$ cat config.mk
export PLATFORM = sky130hd
export DESIGN_NAME = slsb_cell
export DESIGN_NICKNAME = d
export VERILOG_FILES = /design/src/rtl/assert_macros.svh /design/src/rtl/slsb_pkg.sv /design/src/rtl/slsb_cell.sv
export SDC_FILE = /design/constraint.sdc
export NUM_CORES = 1
export LEC_CHECK = 0
export ABC_AREA = 1
export BUFFER_PORTS_ARGS = -buffer_cell sky130_fd_sc_hd__buf_2
export CAP_MARGIN = 30
export CORE_ASPECT_RATIO = 0.8
export CORE_MARGIN = 2
export CORE_UTILIZATION = 25
export DETAILED_ROUTE_END_ITERATION = 10
export GPL_TIMING_DRIVEN = 0
export MAX_ROUTING_LAYER = met4
export PLACE_DENSITY = 0.6
export SYNTH_ARGS = -nofsm -noshare
export SYNTH_HDL_FRONTEND = slang
export SYNTH_SLANG_ARGS = --single-unit
export TNS_END_PERCENT = 1
$ cat constraint.sdc
create_clock -name clk -period 4.7 [get_ports clk]
set_clock_uncertainty 0.05 [all_clocks]
set_input_delay 1.175 -clock clk [delete_from_list [all_inputs] [get_ports clk]]
set_output_delay 1.175 -clock clk [all_outputs]
set_load 0.02 [all_outputs]
$ cat src/rtl/assert_macros.svh
// Assertion macros shared by the sort batcher modules.
`ifndef ASSERT_MACROS_SVH
`define ASSERT_MACROS_SVH

// Antecedent implies consequent in the same cycle.
`define ASSERT_SAME(label, clk, rst_n, ante, cons) \
	label: assert property (@(posedge clk) disable iff (!rst_n) (ante) |-> (cons)) \
		else $error("same-cycle check failed");

// Antecedent implies consequent in the next cycle.
`define ASSERT_NEXT(label, clk, rst_n, ante, cons) \
	label: assert property (@(posedge clk) disable iff (!rst_n) (ante) |=> (cons)) \
		else $error("next-cycle check failed");

`endif

$ cat src/rtl/slsb_pkg.sv
// ----------------------------------------------------------------------------
// slsb_pkg
// Shared types, constants and helpers of the sprite layer sort batcher.
// ----------------------------------------------------------------------------
package slsb_pkg;

	localparam int MAX_QUADS_DEF = 64;
	localparam int KEY_W = 32;
	localparam int PAIR_W = 32;
	localparam int SLOT_W = 6;
	localparam int HANDLE_W = 16;
	localparam int LIMIT_W = 7;
	localparam int VBASE_W = 8;
	localparam int CFG_DATA_W = 16;
	localparam int CFG_IDX_W = 2;
	localparam int OP_W = 2;

	localparam logic [OP_W-1:0] OP_BEGIN = 2'd0;
	localparam logic [OP_W-1:0] OP_SUBMIT = 2'd1;
	localparam logic [OP_W-1:0] OP_END = 2'd2;

	localparam logic [CFG_IDX_W-1:0] REG_DEF_TEX = 2'd0;
	localparam logic [CFG_IDX_W-1:0] REG_DEF_NRM = 2'd1;
	localparam logic [CFG_IDX_W-1:0] REG_BATCH_LIMIT = 2'd2;

	localparam logic [HANDLE_W-1:0] DEF_TEX_RST = 16'd1;
	localparam logic [HANDLE_W-1:0] DEF_NRM_RST = 16'd2;
	localparam logic [LIMIT_W-1:0] BATCH_LIMIT_RST = 7'd64;

	typedef struct packed {
		logic [KEY_W-1:0] key;
		logic [PAIR_W-1:0] pair;
		logic [SLOT_W-1:0] slot;
	} quad_t;

	typedef struct packed {
		logic insert;
		logic shift;
	} cell_ctl_t;

	// Flipping the sign bits makes an unsigned compare order by signed layer, then z.
	function automatic logic [KEY_W-1:0] make_key(input logic [15:0] layer_bits,
		input logic [15:0] z_bits);
		return {~layer_bits[15], layer_bits[14:0], ~z_bits[15], z_bits[14:0]};
	endfunction

	function automatic logic [HANDLE_W-1:0] resolve(input logic [HANDLE_W-1:0] handle,
		input logic [HANDLE_W-1:0] fallback);
		return (handle != '0) ? handle : fallback;
	endfunction

endpackage

$ cat src/rtl/slsb_cell.sv
// ----------------------------------------------------------------------------
// slsb_cell
// One slot of the insertion sort chain: keeps one quad, shifts right on insert
// when its key is greater, and shifts left while the list is drained.
// ----------------------------------------------------------------------------
module slsb_cell #(
	parameter int MAX_QUADS = slsb_pkg::MAX_QUADS_DEF,
	parameter int IDX = 0,
	localparam int CNT_W = $clog2(MAX_QUADS + 1)
) (
	input  logic clk,
	input  slsb_pkg::cell_ctl_t ctl,
	input  logic [CNT_W-1:0] count,
	input  slsb_pkg::quad_t new_item,
	input  slsb_pkg::quad_t left_item,
	input  logic left_take,
	input  slsb_pkg::quad_t right_item,
	output slsb_pkg::quad_t item,
	output logic take
);
	import slsb_pkg::*;

	quad_t item_q;

	assign take = (count <= CNT_W'(IDX)) || (item_q.key > new_item.key);
	assign item = item_q;

	always_ff @(posedge clk) begin
		if (ctl.shift) begin
			item_q <= right_item;
		end else if (ctl.insert && take) begin
			item_q <= left_take ? left_item : new_item;
		end
	end

endmodule

==> impl_metrics.py <==
metrics = {
    "cts": {
        "clkTransAtPathRegs_ns": 0.06,
        "cts_setup_buffers": 0,
        "clock-sinks": 70,
        "cts_buffers": 9,
        "clock-root-buffer": "clkbuf_16",
        "cts_tree": "built",
        "clk_latency_ns": 0.34,
        "cts-resized-gates": 0,
        "hold_buffers": 0,
        "htree_num_levels": 3,
        "clock_path_buffers": 2,
    },
    "floorplanning": {
        "core_area_um2": 17320,
        "rows": 43,
        "die_h_um": 123.1,
        "start_util_pct": 25.58,
        "die_w_um": 152.9,
        "dieArea_um2": 18810,
        "ios": 292,
    },
    "synthesis": {
        "synth_edf_count": 70,
        "syn-cell-area_um2": 4432,
        "syn_avg_cell_area_um2": 8.811,
        "synth_cell_types": 26,
        "seq_area_frac_synth_pct": 47.43,
        "async_reset_ff_share_pct": 0,
        "syn_nets": 756,
        "ys_warn_count": 0,
        "synthCells": 503,
        "ys_ff_latch": 70,
        "synth_ff_type": "edfxtp_1",
    },
    "power": {
        "ir_drop_mv": 0.2192,
        "internal_power_uw": 1501,
        "p_leak_uw": 0.003158,
        "p_clk_share_pct": 37.8,
        "p_sw_share_pct": 28.90,
        "cellPowerDensity_nw_per_um2": 322.7,
        "finalPower_uw": 2111,
        "netSwitchingPower_uw": 610.1,
        "seq_power_share_pct": 37.8,
        "power_frac_comb_pct": 24.5,
    },
    "sta": {
        "drv_slew": 0,
        "fmax_ghz": 0.2605,
        "tightest_slew_ns": 0.7601,
        "finalHoldViolations": 0,
        "rsz0062_at_grt": "false",
        "setup_tns_ns": 0,
        "fin_crit_sh_pct": 81.67,
        "whs_ns": 1.059,
        "slew_headroom_pct": 49.33,
        "period_needed_ns": 3.838,
        "setup_viol": 0,
    },
    "grt": {
        "grt_max_degree": 42,
        "grtUsageTotal_pct": 15.92,
        "antenna_found_initial": 0,
        "grt_overflow": 0,
        "grt_pass1_wl_mm": 22.69,
        "first_global_vias": 4446,
    },
    "drt": {
        "wirelength_mm": 15.27,
        "drcViolationCount": 0,
        "drtIter0Drc": 244,
        "drtAntennaViolNets": 0,
        "wl_per_cell_um": 14.76,
        "vias": 4648,
        "drt-pass1-iter-count": 4,
        "viasPerCell": 4.495,
    },
    "layout": {
        "final_cells": 1034,
        "finalNetCount": 1057,
        "antenna_cells": 0,
        "syn_to_final_growth_pct": 47.60,
        "drive_above_1_share_pct": 41.66,
        "largest_reg_flops": 70,
    },
    "setup_path": {
        "r2r-end": "item[18]",
        "slowest_delay_ns": 0.31,
        "worstSetupStartpointType": "primary input",
        "worstRegToRegCells": 11,
        "r2r_setup_slack_ns": 2.10,
        "critPathArrivalTime_ns": 2.61,
        "critical_path_class": "in2out",
        "end_kind": "output pin",
        "r2r_start": "item[69]",
        "crit_path_frequent_cell": "nand2_1",
        "critPathSlowestCell": "ha_1",
        "cp.required_ns": 3.47,
        "cp_max_fo": 2,
        "crit_chain": "buf_2 -> inv_1 -> ha_1 -> a21oi_1 -> o21a_1 -> nand2_1 -> a21oi_1 -> nand2_1 -> nand2_1 -> nand2_2 -> buf_2",
    },
    "worst_hold_path": {
        "worst_hold_path_type": "in2reg",
        "hold-path-cell-count": 2,
        "hold_end": "item[45]",
        "min_from": "right_item[45]",
    },
    "placement": {
        "place.gp.congestion": 0.7539,
        "io_buffers": 289,
        "dp.cells": 1018,
        "dp.final_hpwl_mm": 12.11,
    },
    "outcome": {
        "status": "completed",
    },
    "flow_run": {
        "maxCapViolations": 0,
    },
}
worst max-delay path by stage:
stage                            start      end  slack, ns  cells after the start
after floorplan           new_item[61]  item[0]       0.53                     12
after global placement    new_item[69]  item[3]      -0.78                     12
after detailed placement  new_item[69]     take       0.82                     11
after CTS                 new_item[69]     take       0.81                     11
after global routing      new_item[69]     take       0.74                     11
final                     new_item[69]     take       0.86                     11
power by group through the flow:
stage                     clock network (uW)  logic [uW]  registers, uW
after detailed placement                   0         524            809
after CTS                                825         526            797
after global routing                     838         576            803
after floorplan                            0         209            896
final                                    797         517            797
after global placement                     0         515            814
worst max-delay path: cells and delay by family:
family                     cells  cell delay (ns)
buffers and inverters          3             0.28
AOI/OAI and AO/OA              3             0.55
and+or+nand+nor                4             0.30
adders and majority gates      1             0.31
synth_stat cells, types with 2 or more instances:
library cell  instances  area [um2]
nand2_1             109       409.1
a21oi_1              95       475.5
edfxtp_1             70        2102
nor2_1               48       180.2
inv_1                38       142.6
ha_1                 32       400.4
o21a_1               30       225.2
o211ai_1             29       217.7
buf_2                15       75.07
clkbuf_1             10       37.54
nand2_2               4       25.02
buf_1                 3       11.26
nor2_2                3       18.77
buf_4                 2       15.01
inv_2                 2       7.510
nand3_1               2       10.01
nor2_4                2       22.52
per-layer routing:
layer / up-vias / global-route usage (%) / share of wire [%]
met2: 184 / 26.23 / 47
met1: 2101 / 19.50 / 44
met4: 0 / 4.803 / 1.6
li1: 2348 / - / -
met3: 15 / 4.031 / 6.8
met5: - / - / 0
per-stage QoR:
step,setup WS (ns),area [um2],utilization (%)
final,0.8616,6541,37.76
after detailed placement,0.8184,6195,35.76
after global routing,0.7423,6541,37.76
after CTS,0.8137,6541,37.76
after global placement,-0.7804,6160,35.56
after floorplan,0.5289,4432,-
final cells by class:
type                    instances  area (um2)
plain buffers                  30       138.9
clock buffers                   9       225.2
clock inverters                 7       121.4
fillers                      1834       10780
inverters                      42       158.9
multi-input cells             361        2039
flip-flops and latches         70        2102
well taps                     225       281.5
repair buffers                290        1474
cells in the final DEF, fill, tap and decap left out, types with 4 or more instances in the layout:
master | netlist | layout
buf_2 | 15 | 304
nand2_1 | 109 | 108
a21oi_1 | 95 | 95
edfxtp_1 | 70 | 70
nor2_1 | 48 | 48
inv_1 | 38 | 38
ha_1 | 32 | 32
o21a_1 | 30 | 30
o211ai_1 | 29 | 29
clkbuf_1 | 10 | 10
clkbuf_16 | 0 | 9
nand2_2 | 4 | 4
cell families after synthesis:
| family | share of synthesized area (%) |
|---|---|
| buffers and inverters | 6.719 |
| and+or+nand+nor | 15.70 |
| AOI/OAI and AO/OA | 21.12 |
| DFF | 47.43 |
| adders and majority gates | 9.034 |
(Power assumes the default switching activity.)
