==> src/rtl/assert_macros.svh <==
// Assertion macros shared by the sort batcher modules.
`ifndef ASSERT_MACROS_SVH
`define ASSERT_MACROS_SVH

// Antecedent implies consequent in the same cycle.
`define ASSERT_SAME(label, clk, rst_n, ante, cons) \
	label: assert property (@(posedge clk) disable iff (!rst_n) (ante) |-> (cons)) \
		else $error("same-cycle check failed");

// Antecedent implies consequent in the next cycle.
`define ASSERT_NEXT(label, clk, rst_n, ante, cons) \
	label: assert property (@(posedge clk) disable iff (!rst_n) (ante) |=> (cons)) \
		else $error("next-cycle check failed");

`endif

==> src/rtl/slsb_pkg.sv <==
// ----------------------------------------------------------------------------
// slsb_pkg
// Shared types, constants and helpers of the sprite layer sort batcher.
// ----------------------------------------------------------------------------
package slsb_pkg;

	localparam int MAX_QUADS_DEF = 64;
	localparam int KEY_W = 32;
	localparam int PAIR_W = 32;
	localparam int SLOT_W = 6;
	localparam int HANDLE_W = 16;
	localparam int LIMIT_W = 7;
	localparam int VBASE_W = 8;
	localparam int CFG_DATA_W = 16;
	localparam int CFG_IDX_W = 2;
	localparam int OP_W = 2;

	localparam logic [OP_W-1:0] OP_BEGIN = 2'd0;
	localparam logic [OP_W-1:0] OP_SUBMIT = 2'd1;
	localparam logic [OP_W-1:0] OP_END = 2'd2;

	localparam logic [CFG_IDX_W-1:0] REG_DEF_TEX = 2'd0;
	localparam logic [CFG_IDX_W-1:0] REG_DEF_NRM = 2'd1;
	localparam logic [CFG_IDX_W-1:0] REG_BATCH_LIMIT = 2'd2;

	localparam logic [HANDLE_W-1:0] DEF_TEX_RST = 16'd1;
	localparam logic [HANDLE_W-1:0] DEF_NRM_RST = 16'd2;
	localparam logic [LIMIT_W-1:0] BATCH_LIMIT_RST = 7'd64;

	typedef struct packed {
		logic [KEY_W-1:0] key;
		logic [PAIR_W-1:0] pair;
		logic [SLOT_W-1:0] slot;
	} quad_t;

	typedef struct packed {
		logic insert;
		logic shift;
	} cell_ctl_t;

	// Flipping the sign bits makes an unsigned compare order by signed layer, then z.
	function automatic logic [KEY_W-1:0] make_key(input logic [15:0] layer_bits,
		input logic [15:0] z_bits);
		return {~layer_bits[15], layer_bits[14:0], ~z_bits[15], z_bits[14:0]};
	endfunction

	function automatic logic [HANDLE_W-1:0] resolve(input logic [HANDLE_W-1:0] handle,
		input logic [HANDLE_W-1:0] fallback);
		return (handle != '0) ? handle : fallback;
	endfunction

endpackage

==> src/rtl/slsb_batch.sv <==
// ----------------------------------------------------------------------------
// slsb_batch
// Batch marking and result register: opens a batch at the first result, on a handle
// change or at the size limit, counts vertex bases and registers each result beat.
// ----------------------------------------------------------------------------
`include "assert_macros.svh"

module slsb_batch (
	input  logic clk,
	input  logic arst_n,
	input  logic load,
	input  logic fire,
	input  slsb_pkg::quad_t head,
	input  logic [slsb_pkg::LIMIT_W-1:0] limit,
	input  logic ovf,
	input  logic is_last,
	output logic strobe,
	output logic [slsb_pkg::SLOT_W-1:0] arrival_slot,
	output logic [slsb_pkg::HANDLE_W-1:0] out_texture,
	output logic [slsb_pkg::HANDLE_W-1:0] out_normal,
	output logic batch_start,
	output logic [slsb_pkg::VBASE_W-1:0] vertex_base,
	output logic overflow,
	output logic last
);
	import slsb_pkg::*;

	logic first_q;
	logic [PAIR_W-1:0] cur_pair_q;
	logic [LIMIT_W-1:0] in_batch_q;
	logic [LIMIT_W-1:0] limit_eff;
	logic [LIMIT_W-1:0] base_idx;
	logic brk;

	assign limit_eff = (limit == '0) ? LIMIT_W'(1) : limit;
	assign brk = first_q || (head.pair != cur_pair_q) || (in_batch_q >= limit_eff);
	assign base_idx = brk ? '0 : in_batch_q;

	always_ff @(posedge clk or negedge arst_n) begin
		if (!arst_n) begin
			first_q <= 1'b0;
			strobe <= 1'b0;
		end else begin
			strobe <= fire;
			if (load) begin
				first_q <= 1'b1;
			end else if (fire) begin
				first_q <= 1'b0;
			end
		end
	end

	always_ff @(posedge clk) begin
		if (fire) begin
			cur_pair_q <= head.pair;
			in_batch_q <= base_idx + LIMIT_W'(1);
			arrival_slot <= head.slot;
			out_texture <= head.pair[PAIR_W-1:HANDLE_W];
			out_normal <= head.pair[HANDLE_W-1:0];
			batch_start <= brk;
			vertex_base <= {base_idx[VBASE_W-3:0], 2'b00};
			overflow <= ovf;
			last <= is_last;
		end
	end

	`ASSERT_NEXT(a_first_opens_batch, clk, arst_n, fire && first_q, strobe && batch_start)
	`ASSERT_SAME(a_inner_base_nonzero, clk, arst_n, strobe && !batch_start, vertex_base != '0)

endmodule

==> config.mk <==
export PLATFORM = sky130hd
export DESIGN_NAME = slsb_batch
export DESIGN_NICKNAME = d
export VERILOG_FILES = /design/src/rtl/slsb_pkg.sv /design/src/rtl/slsb_batch.sv
export VERILOG_INCLUDE_DIRS = /design/src /design/src/rtl
export SDC_FILE = /design/constraint.sdc
export NUM_CORES = 1
export LEC_CHECK = 0
export ABC_AREA = 1
export ABC_CLOCK_PERIOD_IN_PS = 3200
export BUFFER_PORTS_ARGS = -buffer_cell sky130_fd_sc_hd__buf_2
export CORE_MARGIN = 5
export CORE_UTILIZATION = 46
export CTS_CLUSTER_SIZE = 14
export DETAILED_ROUTE_END_ITERATION = 16
export HOLD_SLACK_MARGIN = 0.05
export PLACE_DENSITY_LB_ADDON = 0.2
export SKIP_CTS_REPAIR_TIMING = 1
export SLEW_MARGIN = 30
export SYNTH_ARGS = -nofsm -noshare
export SYNTH_HDL_FRONTEND = slang
export SYNTH_SLANG_ARGS = --single-unit
==> constraint.sdc <==
create_clock -name clk -period 3.2 [get_ports clk]
set_input_delay 0.32 -clock clk [delete_from_list [all_inputs] [get_ports clk]]
set_output_delay 0.32 -clock clk [all_outputs]
set_load 0.01 [all_outputs]
==> results_dict.tcl, run 1 <==
set metrics [dict create \
    status "finished clean" \
    cts_buffer_depth 2 \
    nets 471 \
    worst_setup_path_end_kind "flop" \
    worstPathArrival_ns 2.86 \
    htree_levels 2 \
    synth_top_family_by_area "simple AND/OR/NAND/NOR gates" \
    relSlewSlack 0.572 \
    synth_mux_area_frac 0 \
    synth_simple_gate_area_frac 0.207 \
    grt_pass1_vias 1980 \
    hold_class "in2reg" \
    ys_async_sr_fraction 0.0357 \
    rsz0062_at_grt "false" \
    clk_pin_slew_ns 0.10 \
    drt_iter0_drc 37 \
    synth_warnings 0 \
    ys_seq_area_frac 0.608 \
    place_area_um2 3340 \
    syn_avg_cell_area_um2 10.1 \
    intPower_uw 1180 \
    rows 28 \
    root_buffer "clkbuf_8" \
    post-route-period-util 0.869 \
    synth_compound_area_frac 0.0150 \
    clkPwrFrac 0.301 \
    dp_hpwl_um 4120 \
    required_ns 3.27 \
    first_pass_iters 4 \
    synth.cell_area_um2 2750 \
    synth_cells 273 \
    route.vias.total 2027 \
    finalCriticalPeriod_ns 2.78 \
    synth_ff_type "edfxtp_1" \
    dieHeight_um 87.3 \
    cts_tree "built" \
    setup_viol 0 \
    synth_most_common_cell "nand2_1" \
    finalHoldViolCount 0 \
    die_width_um 87.3 \
    synthTopCellsByArea "edfxtp_1, nand2_1, inv_1, xnor2_1, ha_1" \
    synth_xor_area_frac 0.0414 \
    drive_gt1_frac 0.325 \
    ios 133 \
    synth_edf_count 54 \
    critPathLaunchType "input pin" \
    fin_area_um2 3460 \
    synth_top_area_cell "edfxtp_1" \
    synth_fa_ha_area_frac 0.0364 \
    power_switching_share 0.240 \
    ant_nets 0 \
    setup-tns-final_ns 0 \
    instances_no_fill 456 \
    peakVddDrop_mv 0.244 \
    grt.total_usage 0.141 \
    grt_pass1_wl_um 8450 \
    cts_buffers 5 \
    placedCellCount 447 \
    wirelength_um 5170 \
    routabilityCongestion 0.741 \
    crit_fanout 5 \
    fmax_ghz 0.360 \
    remaining_drc_errors 0 \
    power.switching_uw 374 \
    power.share.sequential 0.567 \
    reg2reg_depth 16 \
    clkLatencyLatePin_ns 0.30 \
    antenna_cells 0 \
    port-buffer-count 98 \
    crit_type "in2reg" \
    ys_ff_latch 56 \
    p_leak_uw 0.00179 \
    worst_slew_pin_slew_ns 0.642 \
    p_per_area_nw_per_um2 450 \
    finalMaxSlewViolations 0 \
    syn2layout_area_growth_pct 25.9 \
    synthTopCellsByCount "nand2_1, inv_1, edfxtp_1, nor2_1, xnor2_1" \
    start_util 0.470 \
    design.core.area_um2 5850 \
    p_comb_frac 0.133 \
    synth.distinct_cells 26 \
    fp.dieArea_um2 7620 \
    cap_violations 0 \
    antenna_found_initial 0 \
    nFillCells 519 \
    grt_max_degree 30 \
    hold_depth 1 \
    overflow 0 \
    fin_skew_ns 0.00576 \
    cts.sinks 56 \
    detail_route.wl_per_cell_um 11.3 \
    viasPerCell 4.45 \
    synth_top_cell_area_share 0.590 \
]
kinds of logic after synthesis:
family | after synthesis
other | 1
xor gates and xnor gates | 13
and+or+nand+nor | 123
AOI/OAI and AO/OA | 7
buffers and inverters | 65
DFF | 56
adders and majority gates | 8
final timing paths:
path | start | endpoint | slack [ns]
worst max register to register | in_batch_q[4] | in_batch_q[6] | 0.61
min in group asynchronous | arst_n | first_q | 0.32
worst min-delay path | ovf | overflow | 0.18
worst min register to register | first_q | first_q | 0.52
max in group asynchronous | arst_n | strobe | 2.78
worst max-delay path | limit[3] | in_batch_q[6] | 0.42
metrics by stage:
step	total power, uW	util	setup WS, ns	hold WS [ns]
CTS	1590	0.590	0.426	-0.234
finish	1560	0.592	0.419	0.182
global route	1650	0.592	0.209	0.150
global placement	1100	0.571	0.189	0.107
floorplan	1000	-	0.717	0.0244
detailed placement	1110	0.571	0.116	0.110
power groups by stage:
stage,clock [uW],combinational (uW),sequential (uW)
6_report,469,207,884
5_1_grt,527,235,890
4_1_cts,492,210,884
3_5_place_dp,0,210,900
3_3_place_gp,0,205,898
2_1_floorplan,0,78.2,922
flip-flops by register name, summed over array words and instances (netlist names):
signal        count
cur_pair_q        1
out_texture      16
overflow          1
batch_start       1
out_normal       15
strobe            1
first_q           1
arrival_slot      6
in_batch_q        7
last              1
vertex_base       6
worst max-delay path: stages:
cell     delay [ns]
buf_2          0.11
nor4_1         0.48
a31o_2         0.23
ha_1           0.22
o21ai_1        0.12
nand2_1        0.06
nand2_1        0.06
a21oi_1        0.09
nor2_4         0.22
nand2_4        0.10
nor2_1         0.20
ha_1           0.22
nand2_1        0.10
nor2_4         0.15
nand3_1        0.08
nand2_1        0.07
inv_1          0.03
cell usage in the layout, fill, tap and decap left out, drive strengths merged:
| master | count |
|---|---|
| buf | 100 |
| nand2 | 84 |
| inv | 63 |
| edfxtp | 54 |
| nor2 | 27 |
| xnor2 | 12 |
| nand3 | 10 |
| ha | 8 |
| clkbuf | 5 |
| o21ai | 3 |
| a21oi | 2 |
| conb | 2 |
| dfrtp | 2 |
| nor4 | 1 |
| a31o | 1 |
| clkinv | 1 |
| or2 | 1 |
| xor2 | 1 |
| o21bai | 1 |
| clkinvlp | 1 |
| bufinv | 1 |
| dlygate4sd3 | 1 |
metal layers:
| layer | global-route usage | share of wire | vias to the layer above |
|---|---|---|---|
| met5 | 0 | 0 | - |
| met4 | 0.0377 | 0.011 | 0 |
| met3 | 0.0397 | 0.099 | 5 |
| met2 | 0.240 | 0.47 | 74 |
| met1 | 0.175 | 0.42 | 899 |
| li1 | - | - | 1049 |
cell type report:
cell class / instances / area, um^2 / area share
Clock inverter: 3 / 46.3 / 0.0134
Clock buffer: 5 / 68.8 / 0.0199
Inverter: 63 / 236 / 0.0683
Tap cell: 75 / 93.8 / 0.0271
Multi-Input combinational cell: 153 / 831 / 0.240
Timing Repair Buffer: 101 / 515 / 0.149
Sequential cell: 56 / 1670 / 0.483
(Power assumes the default switching activity.)
==> inputs of run 2 (changes only) <==
--- a/config.mk
+++ b/config.mk
@@ -7,7 +7,7 @@
 export NUM_CORES = 1
 export LEC_CHECK = 0
 export ABC_AREA = 1
-export ABC_CLOCK_PERIOD_IN_PS = 3200
+export ABC_CLOCK_PERIOD_IN_PS = 3000
 export BUFFER_PORTS_ARGS = -buffer_cell sky130_fd_sc_hd__buf_2
 export CORE_MARGIN = 5
 export CORE_UTILIZATION = 46
@@ -16,6 +16,7 @@
 export HOLD_SLACK_MARGIN = 0.05
 export PLACE_DENSITY_LB_ADDON = 0.2
 export SKIP_CTS_REPAIR_TIMING = 1
+export SKIP_LAST_GASP = 1
 export SLEW_MARGIN = 30
 export SYNTH_ARGS = -nofsm -noshare
 export SYNTH_HDL_FRONTEND = slang
==> constraint.sdc (replaced) <==
create_clock -name clk -period 3 [get_ports clk]
set_input_delay 0.3 -clock clk [delete_from_list [all_inputs] [get_ports clk]]
set_output_delay 0.3 -clock clk [all_outputs]
set_load 0.01 [all_outputs]
==> run 2 against run 1 <==
Against the previous run: worst setup slack lost 0.016 ns; non-clock buffer count grew 3; via count increased by 1.1%; wire length increased by 3.7%; global-route usage increased by 0.33 points.
==> results_dict.tcl, run 2 (synthesized netlist as in run 1, its figures left out) <==
set metrics [dict create \
    hold_start "head[1]" \
    design.core.area_um2 5850 \
    ant_nets 0 \
    rows 28 \
    crit_fanout 5 \
    cpPeakStageDelay_ns 0.44 \
    p_leak_uw 0.00180 \
    p_per_area_nw_per_um2 480 \
    nets 474 \
    syn2layout_area_growth_pct 26.8 \
    min_to "arrival_slot[1]" \
    cts.sinks 56 \
    dp_hpwl_um 4210 \
    dieHeight_um 87.3 \
    clkPwrFrac 0.304 \
    cts_buffer_depth 2 \
    fin_skew_ns 0.00547 \
    viasPerCell 4.47 \
    worst_slew_pin_slew_ns 0.688 \
    fp.dieArea_um2 7620 \
    remaining_drc_errors 0 \
    finalMaxSlewViolations 0 \
    start_util 0.470 \
    port-buffer-count 98 \
    wirelength_um 5360 \
    placedCellCount 450 \
    path_cells "buf_2, nor4_1, a31o_2, ha_1, o21ai_1, nand2_1, nand2_1, a21oi_1, nor2_4, nand2_4, nor2_1, ha_1, nand2_1, nor2_4, nand2_1, o21ai_1, inv_1" \
    relSlewSlack 0.542 \
    route.vias.total 2050 \
    finalCriticalPeriod_ns 2.60 \
    multiInputGateArea_um2 831 \
    drt_iter0_drc 82 \
    ios 133 \
    power.switching_uw 408 \
    reg2reg_from "in_batch_q[6]" \
    grt_max_degree 31 \
    cts_buffers 5 \
    setup-tns-final_ns 0 \
    post-route-period-util 0.866 \
    antenna_cells 0 \
    layout_commonest_cell "buf_2" \
    largest_reg_flops 16 \
    nFillCells 522 \
    status "finished clean" \
    cap_violations 0 \
    crit_slowest_cell "nor4_1" \
    worstPathArrival_ns 2.67 \
    clkLatencyLatePin_ns 0.31 \
    power.share.sequential 0.563 \
    power_uw 1670 \
    hold_class "in2reg" \
    final.setup.worst_slack_ns 0.403 \
    rsz0062_at_grt "false" \
    crit_top_cell "nand2_1" \
    grt.total_usage 0.144 \
    fmax_ghz 0.385 \
    finalHoldViolCount 0 \
    peakVddDrop_mv 0.269 \
    drive_gt1_frac 0.331 \
    power_switching_share 0.244 \
    reg2reg_slack_ns 0.46 \
    cts_tree "built" \
    reg2reg_to "in_batch_q[4]" \
    regMostFlops "out_texture" \
    setup_viol 0 \
    routabilityCongestion 0.738 \
    p_comb_frac 0.133 \
    place_area_um2 3360 \
    intPower_uw 1260 \
    crit_type "in2reg" \
    required_ns 3.07 \
    first_pass_iters 6 \
    crit_start "limit[3]" \
    clk_pin_slew_ns 0.10 \
    die_width_um 87.3 \
    pre_cts_ws_ns 0.0879 \
    htree_levels 2 \
    instances_no_fill 459 \
    antenna_found_initial 0 \
    final-seq-area_um2 1670 \
    hold_depth 1 \
    reg2reg_depth 14 \
    critPathLaunchType "input pin" \
    root_buffer "clkbuf_8" \
    final_cell_mix "buf_2, nand2_1, inv_1" \
    grt_pass1_wl_um 8600 \
    grt_pass1_vias 1982 \
    detail_route.wl_per_cell_um 11.7 \
    fin_area_um2 3490 \
    overflow 0 \
    reg.largest.list "out_texture x16, out_normal x15, in_batch_q x7" \
    worst_setup_path_end_kind "flop" \
]
==> run 2: worst max path at each step <==
stage,slack [ns],endpoint
final,0.40,in_batch_q[4]
after global routing,0.13,in_batch_q[6]
after CTS,0.42,in_batch_q[4]
after detailed placement,0.09,in_batch_q[6]
after global placement,0.14,in_batch_q[6]
after floorplan,0.54,in_batch_q[6]
==> run 2: per-stage QoR <==
stage               utilization  hold slack (ns)
floorplan                     -          0.00441
global placement          0.574           0.0859
detailed placement        0.574           0.0892
CTS                       0.594           -0.256
global route              0.596            0.134
finish                    0.596            0.160
==> run 2: power groups by stage <==
stage               sequential, uW  clock [uW]  combinational [uW]
finish                         942         508                 223
global route                   949         558                 253
CTS                            943         522                 226
detailed placement             960           0                 226
global placement               958           0                 219
floorplan                      984           0                83.4
==> run 2: critical path, delay by kind of cell <==
| family | cells | cell delay (ns) |
|---|---|---|
| and+or+nand+nor | 9 | 1.28 |
| adders and majority gates | 2 | 0.41 |
| buffers and inverters | 2 | 0.15 |
| AOI/OAI and AO/OA | 4 | 0.52 |
==> run 2: final cells by class <==
class | instances | area share
Clock buffer | 5 | 0.0197
Clock inverter | 3 | 0.0133
Inverter | 63 | 0.0678
Multi-Input combinational cell | 153 | 0.238
Sequential cell | 56 | 0.480
Tap cell | 75 | 0.0269
Timing Repair Buffer | 104 | 0.154
==> run 2: layer usage <==
| layer | global-route usage | wire length (um) | up-vias |
|---|---|---|---|
| met3 | 0.0492 | 499 | 2 |
| met5 | 0 | 0 | - |
| met1 | 0.172 | 2290 | 927 |
| met2 | 0.251 | 2550 | 65 |
| li1 | - | - | 1056 |
| met4 | 0.0293 | 23 | 0 |
==> inputs of run 3 (changes only) <==
--- a/config.mk
+++ b/config.mk
@@ -14,7 +14,8 @@
 export CTS_CLUSTER_SIZE = 14
 export DETAILED_ROUTE_END_ITERATION = 16
 export HOLD_SLACK_MARGIN = 0.05
-export PLACE_DENSITY_LB_ADDON = 0.2
+export PLACE_DENSITY = 0.8
+export REMOVE_ABC_BUFFERS = 1
 export SKIP_CTS_REPAIR_TIMING = 1
 export SKIP_LAST_GASP = 1
 export SLEW_MARGIN = 30
==> run 3 against run 2 <==
Against the previous run: die area unchanged; power down 6.5%; register-to-register slack got worse by 0.02 ns; clock power decreased by 21%; fmax increased by 0.88%; worst hold slack better by 0.0035 ns; combinational power barely moved; critical path type unchanged; critical endpoint unchanged; largest cell class unchanged.
==> results_dict.tcl, run 3 (synthesized netlist as in run 1, its figures left out) <==
set metrics [dict create \
    grt_max_degree 31 \
    htree_levels 2 \
    reg2reg_to "in_batch_q[4]" \
    clkPwrFrac 0.256 \
    final.setup.worst_slack_ns 0.426 \
    utilization 0.588 \
    grt_pass1_vias 1985 \
    required_ns 3.07 \
    status "finished clean" \
    p_leak_uw 0.00178 \
    crit_fanout 5 \
    ant_nets 0 \
    reg.largest.list "out_texture x16, out_normal x15, in_batch_q x7" \
    hold_depth 1 \
    rsz0062_at_grt "false" \
    reg2reg_slack_ns 0.44 \
    reg2reg_depth 14 \
    antenna_cells 0 \
    min_to "arrival_slot[3]" \
    drive_gt1_frac 0.322 \
    remaining_drc_errors 0 \
    post-route-period-util 0.858 \
    clk_pin_slew_ns 0.10 \
    route.vias.total 2011 \
    largest_reg_flops 16 \
    relSlewSlack 0.545 \
    hold_class "in2reg" \
    p_per_area_nw_per_um2 454 \
    crit_top_cell "nand2_1" \
    cap_violations 0 \
    cpPeakStageDelay_ns 0.42 \
    nets 472 \
    root_buffer "clkbuf_8" \
    power.share.sequential 0.603 \
    grt_pass1_wl_um 8580 \
    ios 133 \
    die_width_um 87.3 \
    layout_commonest_cell "buf_2" \
    start_util 0.470 \
    reg2reg_from "in_batch_q[6]" \
    first_pass_iters 5 \
    p_comb_frac 0.141 \
    cts_buffers 5 \
    finalMaxSlewViolations 0 \
    dp_hpwl_um 4310 \
    intPower_uw 1170 \
    worst_setup_path_end_kind "flop" \
    critPathLaunchType "input pin" \
    placedCellCount 448 \
    syn2layout_area_growth_pct 25.1 \
    fin_skew_ns 0.00351 \
    power_switching_share 0.249 \
    final_cell_mix "buf_2, nand2_1, inv_1" \
    setup-tns-final_ns 0 \
    pre_cts_ws_ns 0.106 \
    finalHoldViolCount 0 \
    drt_iter0_drc 61 \
    grt.total_usage 0.145 \
    cts.sinks 56 \
    viasPerCell 4.40 \
    wirelength_um 5330 \
    crit_slowest_cell "nor4_1" \
    design.core.area_um2 5850 \
    dieHeight_um 87.3 \
    peakVddDrop_mv 0.244 \
    power.switching_uw 389 \
    cts_tree "built" \
    instances_no_fill 457 \
    worstPathArrival_ns 2.65 \
    hold_start "head[3]" \
    routabilityCongestion 0.814 \
    port-buffer-count 98 \
    finalCriticalPeriod_ns 2.57 \
    fmax_ghz 0.389 \
    path_cells "buf_2, nor4_1, a31o_2, ha_1, o21ai_1, nand2_1, nand2_1, a21oi_1, nor2_4, nand2_4, nor2_1, ha_1, nand2_1, nor2_4, nand2_1, o21ai_1, inv_1" \
    setup_viol 0 \
    rows 28 \
    fp.dieArea_um2 7620 \
    regMostFlops "out_texture" \
    antenna_found_initial 0 \
    worst_slew_pin_slew_ns 0.682 \
    detail_route.wl_per_cell_um 11.7 \
    clkLatencyLatePin_ns 0.30 \
    cts_buffer_depth 2 \
    overflow 0 \
    crit_type "in2reg" \
]
[run 3: worst max path at each step]
stage,from,to,depth (start not counted)
global placement,limit[3],in_batch_q[6],17
detailed placement,limit[3],in_batch_q[4],17
global route,in_batch_q[4],in_batch_q[4],16
floorplan,limit[3],in_batch_q[6],16
CTS,in_batch_q[6],in_batch_q[4],14
finish,limit[3],in_batch_q[4],17
[run 3: power by group through the flow]
stage,combinational [uW],clock (uW),sequential [uW]
after floorplan,81.4,0,984
after global placement,216,0,957
after detailed placement,224,0,961
after CTS,224,418,944
after global routing,251,450,950
final,220,400,943
[run 3: stage by stage]
| stage | hold WS (ns) | power [uW] | instance area (um^2) |
|---|---|---|---|
| floorplan | 0.00441 | 1070 | 2740 |
| global placement | 0.0849 | 1170 | 3350 |
| detailed placement | 0.0903 | 1180 | 3350 |
| CTS | -0.259 | 1590 | 3430 |
| global route | 0.142 | 1650 | 3440 |
| finish | 0.164 | 1560 | 3440 |
[run 3: worst max-delay path: cells and delay by family]
| kind | cells | cell delay [ns] |
|---|---|---|
| simple gates | 9 | 1.25 |
| fa+ha+maj | 2 | 0.41 |
| compound gates | 4 | 0.52 |
| buf+inv | 2 | 0.15 |
[run 3: routing by layer]
| metal | global-route usage | wire length [um] | vias up |
|---|---|---|---|
| li1 | - | - | 1059 |
| met1 | 0.171 | 2190 | 871 |
| met2 | 0.245 | 2520 | 74 |
| met3 | 0.0539 | 543 | 7 |
| met4 | 0.0446 | 66 | 0 |
| met5 | 0 | 0 | - |
[run 3: area by class of cell]
| class | instances | area, um^2 |
|---|---|---|
| flip-flops and latches | 56 | 1670 |
| multi-input cells | 153 | 831 |
| clock buffers | 6 | 72.6 |
| clock inverters | 2 | 11.3 |
| inverters | 63 | 236 |
| well taps | 75 | 93.8 |
| repair buffers | 102 | 523 |
| fillers | 520 | 2410 |
